File: config.mk
export PLATFORM = sky130hd
export DESIGN_NAME = dst_ctrl
export DESIGN_NICKNAME = d
export VERILOG_FILES = /design/src/hw/rtl/dst_pkg.sv /design/src/hw/rtl/dst_ctrl.sv
export SDC_FILE = /design/constraint.sdc
export NUM_CORES = 1
export LEC_CHECK = 0
export BUFFER_PORTS_ARGS = -buffer_cell sky130_fd_sc_hd__buf_4
export CAP_MARGIN = 30
export CORE_AREA = 2 2 39 41
export CTS_CLUSTER_DIAMETER = 80
export DETAILED_ROUTE_END_ITERATION = 8
export DIE_AREA = 0 0 41 43
export PLACE_DENSITY = 0.47
export SYNTH_ARGS = -nofsm -noshare
export SYNTH_HDL_FRONTEND = slang
export SYNTH_SLANG_ARGS = --single-unit
File: constraint.sdc
create_clock -name clk_i -period 1.3 [get_ports clk_i]
set_clock_uncertainty 0.1 [all_clocks]
set_input_delay 0.065 -clock clk_i [delete_from_list [all_inputs] [get_ports clk_i]]
set_output_delay 0.065 -clock clk_i [all_outputs]
set_load 0.03 [all_outputs]
File: src/hw/rtl/dst_pkg.sv
// Package for the device status table: sizes, entry layout, outcome codes,
// controller state and command/status structs, byte-mask helpers.
// No dependencies; used by all device status table files.
package dst_pkg;

  // Table geometry
  localparam int TABLE_ENTRIES = 32;
  localparam int IDX_W = (TABLE_ENTRIES > 1) ? $clog2(TABLE_ENTRIES) : 1;
  localparam int OCC_W = $clog2(TABLE_ENTRIES + 1);

  // Field widths fixed by the interface
  localparam int SLOT_W = 5;
  localparam int OCC_OUT_W = 6;

  // One stored entry
  typedef struct packed {
    logic [63:0] ident;
    logic [7:0]  kind;
    logic [3:0]  length;
    logic [63:0] payload;
    logic [31:0] version;
  } entry_t;

  // Value of an entry that was never written
  localparam entry_t ENTRY_RESET = '{
    ident:   64'h0,
    kind:    8'h0,
    length:  4'h0,
    payload: 64'h0,
    version: 32'hFFFF_FFFF
  };

  localparam logic [31:0] STAMP_RESET = 32'hFFFF_FFFF;

  // Operation codes
  localparam logic OP_REPORT = 1'b0;
  localparam logic OP_SYNC   = 1'b1;

  // Result outcome codes
  typedef enum logic [2:0] {
    OUT_UPDATED      = 3'd0,
    OUT_CREATED      = 3'd1,
    OUT_FULL         = 3'd2,
    OUT_SYNC_UNKNOWN = 3'd3,
    OUT_SYNC_APPLIED = 3'd4,
    OUT_LOCAL_NEWER  = 3'd5
  } outcome_e;

  // Controller states, one-hot
  typedef enum logic [3:0] {
    ST_IDLE   = 4'b0001,
    ST_SCAN   = 4'b0010,
    ST_DRAIN  = 4'b0100,
    ST_COMMIT = 4'b1000
  } state_e;

  // Controller to datapath
  typedef struct packed {
    logic start;   // capture the incoming transaction, clear search state
    logic scan;    // issue one table read and advance the scan pointer
    logic commit;  // write back the entry and load the result register
  } ctrl_cmd_t;

  // Datapath to controller
  typedef struct packed {
    logic scan_last;  // current scan read is the last entry
    logic out_free;   // result register can take a new result this cycle
  } ctrl_sts_t;

  // Clamp a byte count to eight
  function automatic logic [3:0] clamp_count(input logic [3:0] n);
    clamp_count = (n > 4'd8) ? 4'd8 : n;
  endfunction

  // Mask of the n leading bytes (byte 0 in the low bits)
  function automatic logic [63:0] byte_mask(input logic [3:0] n);
    logic [63:0] m;
    m = '0;
    for (int b = 0; b < 8; b++) begin
      if (4'(b) < n) m[8*b +: 8] = 8'hFF;
    end
    byte_mask = m;
  endfunction

endpackage

File: src/hw/rtl/dst_ctrl.sv
// Controller of the device status table: sequences accept, table scan,
// drain of the last read and commit of the result.
// Depends on dst_pkg.
module dst_ctrl (
  input  logic              clk_i,
  input  logic              rst_ni,
  input  logic              in_valid_i,
  output logic              in_ready_o,
  input  dst_pkg::ctrl_sts_t sts_i,
  output dst_pkg::ctrl_cmd_t cmd_o
);

  dst_pkg::state_e state_q, state_d;

  // Next state and commands
  always_comb begin
    state_d = state_q;
    cmd_o   = '0;
    case (state_q)
      dst_pkg::ST_IDLE: begin
        if (in_valid_i) begin
          cmd_o.start = 1'b1;
          state_d     = dst_pkg::ST_SCAN;
        end
      end
      dst_pkg::ST_SCAN: begin
        cmd_o.scan = 1'b1;
        if (sts_i.scan_last) state_d = dst_pkg::ST_DRAIN;
      end
      dst_pkg::ST_DRAIN: begin
        state_d = dst_pkg::ST_COMMIT;
      end
      dst_pkg::ST_COMMIT: begin
        if (sts_i.out_free) begin
          cmd_o.commit = 1'b1;
          state_d      = dst_pkg::ST_IDLE;
        end
      end
      default: begin
        state_d = dst_pkg::ST_IDLE;
      end
    endcase
  end

  assign in_ready_o = (state_q == dst_pkg::ST_IDLE);

  // State register
  always_ff @(posedge clk_i or negedge rst_ni) begin
    if (!rst_ni) begin
      state_q <= dst_pkg::ST_IDLE;
    end else begin
      state_q <= state_d;
    end
  end

endmodule

# Word-level counts from Yosys, hierarchy flattened
# Index checks and enable logic that the tools add are counted.
[word_totals]
out_inout_bits = 4
inputBits = 5
register_bits = 4
[op_classes]
reduce_logical = 1
muxes = 9
n_eq_ne = 7
[op_table]
columns = ["cell", "n"]
rows = [
  ["$pmux 4 s4", 1],
  ["$mux 4", 3],
  ["$ne 2x2->1 const B", 3],
  ["$mux 1", 5],
  ["$eq 4x1->1 const B", 1],
  ["$eq 4x2->1 const B", 1],
  ["$eq 4x3->1 const B", 1],
  ["$eq 4x4->1 const B", 1],
  ["$reduce_and 3->1", 1],
]

# Depth between registers and ports, before layout
# Gate-level depths: netlist (run 1).
[logic_depth]
word_depth = 3
mapped_depth = 3
depth_no_buf = 3

# Least setup slack after synthesis (run 1)
# No wires, ideal clock.
[synth_timing]
path_type = "register to output"
startpoint = "register state_q[0]"
endpoint = "output in_ready_o"
path_buffers = 0
t_arrival_ns = 1.541
path_stages_with_launch = 2
setup_slack_ns = -0.406
path_cell_list = "dfstp_2 nor4b_1"
[synth_via]
elab_chain_len = 1
[synth_rtl]
columns = ["element", "line_no", "source"]
rows = [
  ["from (decl)", "dst_ctrl.sv:13", "dst_pkg::state_e state_q, state_d;"],
  ["from (signal assigned)", "dst_ctrl.sv:50", "state_q <= dst_pkg::ST_IDLE;"],
  ["from (signal assigned)", "dst_ctrl.sv:52", "state_q <= state_d;"],
  ["$eq 4x1->1", "dst_ctrl.sv:45", "assign in_ready_o = (state_q == dst_pkg::ST_IDLE);"],
  ["to (decl)", "dst_ctrl.sv:8", "output logic in_ready_o,"],
]
# Every way passes these cells.

==> results of run 1 <==
[layout make-up]
class | count | share of cell area [%]
Clock buffer | 4 | 6.84
Tap cell | 16 | 5.21
Sequential cell | 4 | 27.4
Timing Repair Buffer | 10 | 22.8
Multi-Input combinational cell | 14 | 37.8
[synth_stat cells]
master | number | area share, %
sky130_fd_sc_hd__nor3_2 | 3 | 13
sky130_fd_sc_hd__nor2b_1 | 1 | 2.8
sky130_fd_sc_hd__dfrtp_1 | 3 | 34
sky130_fd_sc_hd__dfstp_2 | 1 | 12
sky130_fd_sc_hd__nand2b_2 | 1 | 3.9
sky130_fd_sc_hd__and4b_2 | 1 | 5.1
sky130_fd_sc_hd__nor2_1 | 1 | 1.7
sky130_fd_sc_hd__nor4_2 | 1 | 5.6
sky130_fd_sc_hd__o21a_1 | 1 | 3.4
sky130_fd_sc_hd__and2_1 | 1 | 2.8
sky130_fd_sc_hd__o22a_2 | 1 | 4.5
sky130_fd_sc_hd__nor4b_1 | 1 | 3.9
sky130_fd_sc_hd__nor3b_2 | 1 | 5.6
sky130_fd_sc_hd__nand2_1 | 1 | 1.7
[worst max-delay path, delay by kind of cell, from the launching register on]
family                 cells  cell delay, ns
buffers and inverters      1            0.21
DFF                        1            0.55
and+or+nand+nor            2            0.26
[worst max-delay path by stage]
stage                     startpoint    endpoint  slack [ns]  cells past startpoint
after global routing      state_q[0]    cmd_o[2]       -0.17                      3
after detailed placement  state_q[0]    cmd_o[2]        0.10                      3
after floorplan           state_q[2]  in_ready_o       -0.02                      1
after CTS                 state_q[0]    cmd_o[2]       -0.12                      3
after global placement    state_q[2]  state_q[0]        0.10                      3
final                     state_q[0]    cmd_o[2]       -0.11                      3
[logic make-up (layout without fill, tap and decap cells)]
| group | Yosys count | after routing | share of synthesized area, % |
|---|---|---|---|
| flops | 4 | 4 | 45.5 |
| simple gates | 12 | 12 | 46.6 |
| buf+inv | 0 | 14 | 0 |
| compound gates | 2 | 2 | 7.87 |
[power by group]
group	total, mW	internal [mW]	leakage (nW)	switching [mW]
registers	0.239	0.175	0.0465	0.0647
logic	0.342	0.166	0.0971	0.176
clock network	0.166	0.115	0.0150	0.0505
total	0.747	0.456	0.159	0.292
[repair_timing]
item                       in CTS  in global routing
resized for setup               6                  0
hold buffers                    2                  0
setup endpoints to repair       4                  4
hold endpoints to repair        5                  0
pin swaps                       0                  1
[placed cells by master (no fill, tap or decap)]
master                          netlist  final
sky130_fd_sc_hd__buf_4                0      6
sky130_fd_sc_hd__clkbuf_4             0      3
sky130_fd_sc_hd__dfrtp_2              0      3
sky130_fd_sc_hd__nor3_2               3      2
sky130_fd_sc_hd__dlygate4sd3_1        0      2
sky130_fd_sc_hd__buf_6                0      2
sky130_fd_sc_hd__nand2b_2             1      1
sky130_fd_sc_hd__nor3_4               0      1
sky130_fd_sc_hd__nor4b_2              0      1
sky130_fd_sc_hd__nor2_1               1      1
sky130_fd_sc_hd__and4b_2              1      1
sky130_fd_sc_hd__nand2_2              0      1
sky130_fd_sc_hd__nor4_4               0      1
sky130_fd_sc_hd__and2_1               1      1
sky130_fd_sc_hd__nor2b_1              1      1
sky130_fd_sc_hd__nor3b_2              1      1
sky130_fd_sc_hd__o21a_1               1      1
sky130_fd_sc_hd__o22a_2               1      1
sky130_fd_sc_hd__clkbuf_1             0      1
sky130_fd_sc_hd__dfstp_2              1      1
[stage by stage]
stage          worst slack (ns)  total power [mW]  setup TNS, ns  hold WS (ns)
2_1_floorplan           -0.0231             0.459        -0.0231        -0.331
3_3_place_gp              0.104             0.563              0        -0.240
3_5_place_dp              0.103             0.566              0        -0.239
4_1_cts                  -0.119             0.763         -0.308        0.0452
5_1_grt                  -0.166             0.800         -0.433        0.0515
6_report                 -0.108             0.747         -0.225        0.0546
[metal layers]
| layer | vias to the layer above | global-route usage [%] | wire length, µm |
|---|---|---|---|
| li1 | 94 | - | - |
| met1 | 87 | 8.74 | 239 |
| met2 | 9 | 6.25 | 170 |
| met3 | 0 | 4.71 | 55 |
| met4 | 0 | 4.00 | 0 |
| met5 | - | 0 | 0 |
==> summary.md, run 1 <==
| Metric | Value |
|---|---|
| Run status | finished with violations |
| Violations in the final reports | setup timing |
| Nature of the critical path endpoint | primary output |
| Final Hold Fails | 0 |
| DRC viols | 0 |
| Fraction of final layout cells sized beyond drive strength 1 | approximately four fifths |
| Post-detailed-route via-to-cell ratio | 3.96 |
| Non-filler instance count after layout | between 40 and 50 |
| Total length of routed wires | approximately 470 µm |
| RSZ-0062 raised after global routing | true |
| R2R setup slack | between 0.1 and 0.15 ns |
| Core outline area | between 1000 and 1500 µm² |
| WP data required | between 1 and 1.5 ns |
| Clock insertion delay at the later pin of the skew report | 0.23 ns |
| Area used by sequential logic in the layout | roughly 110 µm² |
| Buffers inserted during post-CTS setup optimization | 0 |
| Clock slew at reported path FFs | 0.04 ns |
| Tmin final | between 1 and 1.5 ns |
| Biggest regs | state_q (4) |
| Sink count of the clock tree | 4 |
| Leakage power | 0.159 nW |
| Number of max-capacitance violations reported | 0 |
| Detail-routed net length per standard cell | 9.69 µm |
| Actual slew at the worst max-slew pin | ~0.24 ns |
| Detailed Route Iter0 Violations | 1 |
| Starting Density | between 15 and 20% |
| Sequential fraction of the synthesis area | 45.5% |
| Root Buffer | sky130_fd_sc_hd__clkbuf_4 |
| Flops & latches, synth | 4 |
| Crit share post-route | 108% |
| Ys Warns | 0 |
| Crit path kind | flip-flop to primary output |
| Net total in the final layout | 38 |
| Cell area after synthesis | between 200 and 250 µm² |
| Area of the multi-input gates | about 150 µm² |
| Final ANT Viol Nets | 0 |
| Library cell contributing the largest single delay on the critical path | sky130_fd_sc_hd__dfstp_2 |
| Source of the worst register-to-register timing path | state_q[3] |
| Post-synthesis average cell area | ~12 µm² |
| Antenna violations before repair | 0 |
| Top reg by flops | state_q |
| Count of buffers inserted at the top-level ports | 8 |
| Number of flip-flops under the largest register name | 4 |
| Number of global-route vias before repair | about 170 |
| Number of iterations in the first detailed-routing pass | 2 |
| Global-route usage over all layers | under 10% |
| Clock tree from TritonCTS | yes |
| Max Clk Rate | 0.710 GHz |
| Maximum cell stage delay along the critical path | about 0.55 ns |
| Net count after synthesis | 23 |
| Height of the die | roughly 43 µm |
| Reg-to-reg critical path endpoint | state_q[0] |
| Number of cells produced by synthesis | 18 |
| Least setup slack across all paths after layout | -0.108 ns |
| CP Cell Sequence | nand2_2 > nor4_4 > buf_4 |
| Final count of negative-setup-slack endpoints | 4 |
| Maximum fanout along the worst path | 4 |
| Vias | 190 |
| TritonCTS buffer count | 3 |
| Number of fill cells in the layout | 146 |
| Wire length of the first global-routing pass | roughly 700 µm |
| Global-route congestion overflow total | 0 |
| Pin count of the biggest net entering global routing | 8 |
| Maximum number of buffers from clock root to sink | 2 |
| Startpoint type of the worst setup path | flip-flop |
| RD Place Congestion | between 0.6 and 0.7 |
| Overall die width | roughly 41 µm |
| Slew Limit Headroom | a little over four fifths |
| Die area | about 1800 µm² |
| Area grow syn2layout | 72.5% |
| Final non-filler cell area | a little under 400 µm² |
| Count of H-tree levels built during CTS | 1 |
| Number of pins with negative max-slew slack in the final report | 0 |
| Final design utilization | 27.8% |
| Power per unit of standard cell area | approximately 2000 nW/µm² |
| Worst hold-check path type | primary input to async pin |
| Cell depth of the worst flop-to-flop path | 3 |
| Rows | 14 |
| Io pins | 9 |
| Number of library cell types mapped by synthesis | 14 |
| Post-place instance area | around 320 µm² |
| Inserted Diodes | 0 |
| Worst IR drop on VDD | 0.000941 V |
| Number of placed instances with taps included | 42 |
| Worst Path Arrival | around 1.2 ns |
No activity file was read; power rests on OpenSTA's default activity.
==> run 2: changes to the inputs <==
--- a/config.mk
+++ b/config.mk
@@ -5,13 +5,15 @@
 export SDC_FILE = /design/constraint.sdc
 export NUM_CORES = 1
 export LEC_CHECK = 0
+export ABC_AREA = 1
 export BUFFER_PORTS_ARGS = -buffer_cell sky130_fd_sc_hd__buf_4
 export CAP_MARGIN = 30
 export CORE_AREA = 2 2 39 41
 export CTS_CLUSTER_DIAMETER = 80
 export DETAILED_ROUTE_END_ITERATION = 8
 export DIE_AREA = 0 0 41 43
-export PLACE_DENSITY = 0.47
+export PLACE_DENSITY = 0.49
+export SLEW_MARGIN = 0
 export SYNTH_ARGS = -nofsm -noshare
 export SYNTH_HDL_FRONTEND = slang
 export SYNTH_SLANG_ARGS = --single-unit
==> run 2 against run 1 <==
The run still ends with setup timing left. Via count is 31% higher. Worst setup slack better by 0.067 ns. Register-to-register slack worse by 0.07 ns. Count of clock-buffer cells in the layout is the same. Largest power group unchanged.
==> summary.md, run 2 <==
| Metric | Value |
|---|---|
| Inserted Diodes | 0 (unchanged) |
| Cell depth of the worst flop-to-flop path | 6 (+3) |
| Layer with the highest usage after global routing | met2 |
| Io pins | 9 (unchanged) |
| Commonest cells in the netlist | sky130_fd_sc_hd__inv_1 (7), sky130_fd_sc_hd__nand2_1 (5), sky130_fd_sc_hd__nor2_2 (5), sky130_fd_sc_hd__nand3_1 (4), sky130_fd_sc_hd__nor2_1 (4) |
| Max Clk Rate | 0.746 GHz (+5.0%) |
| Worst hold-check path type | primary input to flip-flop |
| Met2 track utilization from global routing | 9.38% (+3.1 points) |
| Antenna violations before repair | 0 (unchanged) |
| Nature of the critical path endpoint | primary output |
| Global-route met1 utilization | 9.15% (+0.41 points) |
| Worst IR drop on VDD | 0.000680 V (-28%) |
| Flops & latches, synth | 4 (unchanged) |
| Number of max-capacitance violations reported | 0 (unchanged) |
| Number of flip-flops under the largest register name | 4 (unchanged) |
| Area of the multi-input gates | 124 µm² (-15%) |
| Fraction of final layout cells sized beyond drive strength 1 | 51.0% (-27 points) |
| Count of buffers inserted at the top-level ports | 8 (unchanged) |
| Internal power summed over all cells | 0.560 mW (+23%) |
| Startpoint type of the worst setup path | flip-flop |
| Run status | finished with violations |
| Number of fill cells in the layout | 161 (+10%) |
| Slew Limit Headroom | 88.5% (+4.9 points) |
| Area grow syn2layout | 66.0% |
| Top reg by flops | state_q |
| Biggest regs | state_q (4) |
| Maximum fanout along the worst path | 3 (-1) |
| Post-detailed-route via-to-cell ratio | 3.72 (-6.1%) |
| Die area | 1760 µm² (unchanged) |
| Most common cell after layout, fill and taps aside | sky130_fd_sc_hd__buf_4 |
| Final HPWL DP | between 300 and 400 µm |
| Crit path kind | flip-flop to primary output |
| Maximum number of buffers from clock root to sink | 2 (unchanged) |
| Clock tree from TritonCTS | yes |
| Total Power Consumption | 0.982 mW (+31%) |
| Net count after synthesis | 40 (+74%) |
| Global-route usage over all layers | 7.37% (+1.1 points) |
| Violations in the final reports | setup timing |
| Largest cells by area after synthesis | sky130_fd_sc_hd__dfrtp_1 (30%), sky130_fd_sc_hd__nor2_2 (13%), sky130_fd_sc_hd__dfstp_2 (11%) |
| Vias | 249 (+31%) |
| Detail-routed net length per standard cell | 7.43 µm (-23%) |
| Most frequently used flop master after synthesis | sky130_fd_sc_hd__dfrtp_1 |
| Met3 Track Usage GR | 1.57% (-3.1 points) |
| Number of pins with negative max-slew slack in the final report | 0 (unchanged) |
| Sink count of the clock tree | 4 (unchanged) |
| Height of the die | 43 µm (unchanged) |
| Number of cells produced by synthesis | 35 (+17) |
| Net switching power of the design | 0.422 mW (+45%) |
| Starting Density | 17.8% (+1.7 points) |
| Number of iterations in the first detailed-routing pass | 2 (unchanged) |
| Actual slew at the worst max-slew pin | 0.172 ns (-0.0720 ns) |
| Number of enable flip-flop cells after synthesis | 0 (unchanged) |
| Rows | 14 (unchanged) |
| Area fraction of the dominant cell type after synthesis | 30.5% (-3.3 points) |
| Wire length of the first global-routing pass | 814 µm (+19%) |
| Worst Hold Path Cells | 4 |
| DRC viols | 0 (unchanged) |
| Count of H-tree levels built during CTS | 1 (unchanged) |
| Detailed Route Iter0 Violations | 6 (+5) |
| Final non-filler cell area | 409 µm² (+6.5%) |
| Most frequently used cell type in the post-synthesis netlist | sky130_fd_sc_hd__inv_1 |
| Ys Warns | 0 (unchanged) |
| Fraction of power consumed by the clock network | 16.8% (-5.4 points) |
| Highest-count cells in the layout ignoring fill and taps | sky130_fd_sc_hd__buf_4 (8), sky130_fd_sc_hd__inv_1 (6), sky130_fd_sc_hd__nand2_1 (5), sky130_fd_sc_hd__nor2_2 (4), sky130_fd_sc_hd__nand3_1 (4) |
| Sequential fraction of the synthesis area | 41.1% (-4.4 points) |
| Cell area after synthesis | 246 µm² (+11%) |
| Worst Path Arrival | 1.18 ns (-0.06 ns) |
| Post-place instance area | 329 µm² (+1.5%) |
| Crit share post-route | 103% (-5.1 points) |
| RSZ-0062 raised after global routing | true |
| WP data required | 1.13 ns (about the same) |
| Pin count of the biggest net entering global routing | 5 (-3) |
| Root Buffer | sky130_fd_sc_hd__clkbuf_4 |
| Overall die width | 41 µm (unchanged) |
| Final ANT Viol Nets | 0 (unchanged) |
| Core outline area | 1380 µm² (unchanged) |
| Switching share of total power | 43.0% (+4.0 points) |
| Global-route congestion overflow total | 0 (unchanged) |
| Most area-hungry cell type in the Yosys netlist | sky130_fd_sc_hd__dfrtp_1 |
| Proportion of synthesized flip-flops having asynchronous set or reset | 100% (unchanged) |
| Power per unit of standard cell area | 2400 nW/µm² (+23%) |
| Net total in the final layout | 57 (+50%) |
| Final Hold Fails | 0 (unchanged) |
| TritonCTS buffer count | 3 (unchanged) |
| Least setup slack across all paths after layout | -0.0411 ns (+0.0665 ns) |
| Tmin final | 1.34 ns (-0.0665 ns) |
| Sequential fraction of design power | 23.6% (-8.4 points) |
| Final count of negative-setup-slack endpoints | 4 (unchanged) |
| Final hold slack | 0.0246 ns (-0.0301 ns) |
| RD Place Congestion | 0.636 (+0.44%) |
| Final design utilization | 29.6% (+1.8 points) |
| Clock slew at reported path FFs | 0.03 ns (about the same) |
| Post-synthesis average cell area | 7.04 µm² (-43%) |
| Number of global-route vias before repair | 232 (+37%) |
| Leakage power | 0.226 nW (+42%) |
| Number of library cell types mapped by synthesis | 11 (-3) |
| Comb pwr share | 59.6% (+14 points) |
| Clock insertion delay at the later pin of the skew report | 0.23 ns (about the same) |
| Total length of routed wires | 498 µm (+7.1%) |
| Area used by sequential logic in the layout | 101 µm² (-3.6%) |
-- run 2: area by class of cell --
| cell class | instances | area share, % |
|---|---|---|
| tap | 16 | 4.89 |
| timing repair buffer | 12 | 25.4 |
| inverter | 9 | 8.26 |
| clock buffer | 4 | 6.42 |
| sequential | 4 | 24.8 |
| multi-input combinational | 22 | 30.3 |
-- run 2: worst paths after layout --
kind | startpoint | end | slack, ns
worst max-delay path | state_q[0] | cmd_o[2] | -0.04
worst min-delay path | in_valid_i | state_q[0] | 0.02
worst max register to register | state_q[0] | state_q[0] | 0.07
worst min register to register | state_q[0] | state_q[0] | 0.51
max in group asynchronous | rst_ni | state_q[0] | 0.85
min in group asynchronous | rst_ni | state_q[2] | 0.06
-- run 2: worst max-delay path, cell delays in order (launching register included) --
cell,delay [ns]
sky130_fd_sc_hd__dfstp_2,0.53
sky130_fd_sc_hd__inv_2,0.04
sky130_fd_sc_hd__nor2_4,0.08
sky130_fd_sc_hd__nand2_2,0.07
sky130_fd_sc_hd__nor2_2,0.09
sky130_fd_sc_hd__buf_6,0.13
-- run 2: power groups by stage --
stage	clock [mW]	sequential [mW]	combinational, mW
final	0.165	0.232	0.585
after global routing	0.185	0.238	0.640
after CTS	0.177	0.232	0.592
after detailed placement	0	0.230	0.446
after global placement	0	0.227	0.453
after floorplan	0	0.223	0.325
-- run 2: cell families after synthesis --
| family | Yosys count | synth area share (%) |
|---|---|---|
| compound gates | 2 | 4.06 |
| buf+inv | 9 | 13.7 |
| flops | 4 | 41.1 |
| simple gates | 20 | 41.1 |
-- run 2: metal layers --
layer	vias up	part of all wire [%]
li1	136	-
met1	107	45
met3	0	5.0
met4	0	0
met5	-	0
met2	6	50
-- run 2: stage by stage --
stage / setup slack [ns] / TNS [ns] / cells
6_report: -0.0411 / -0.105 / 67
5_1_grt: -0.106 / -0.372 / 67
4_1_cts: -0.0991 / -0.208 / 67
3_5_place_dp: 0.119 / 0 / 59
3_3_place_gp: 0.108 / 0 / 59
2_1_floorplan: 0.104 / 0 / 35
-- run 2: timing repair --
item | CTS | global route
hold buffers | 1 | 0
pin swaps | 2 | 2
buffers inserted | 3 | 0
resized for setup | 6 | 0
setup endpoints to repair | 3 | 5
endpoints found under the hold margin | 4 | 0
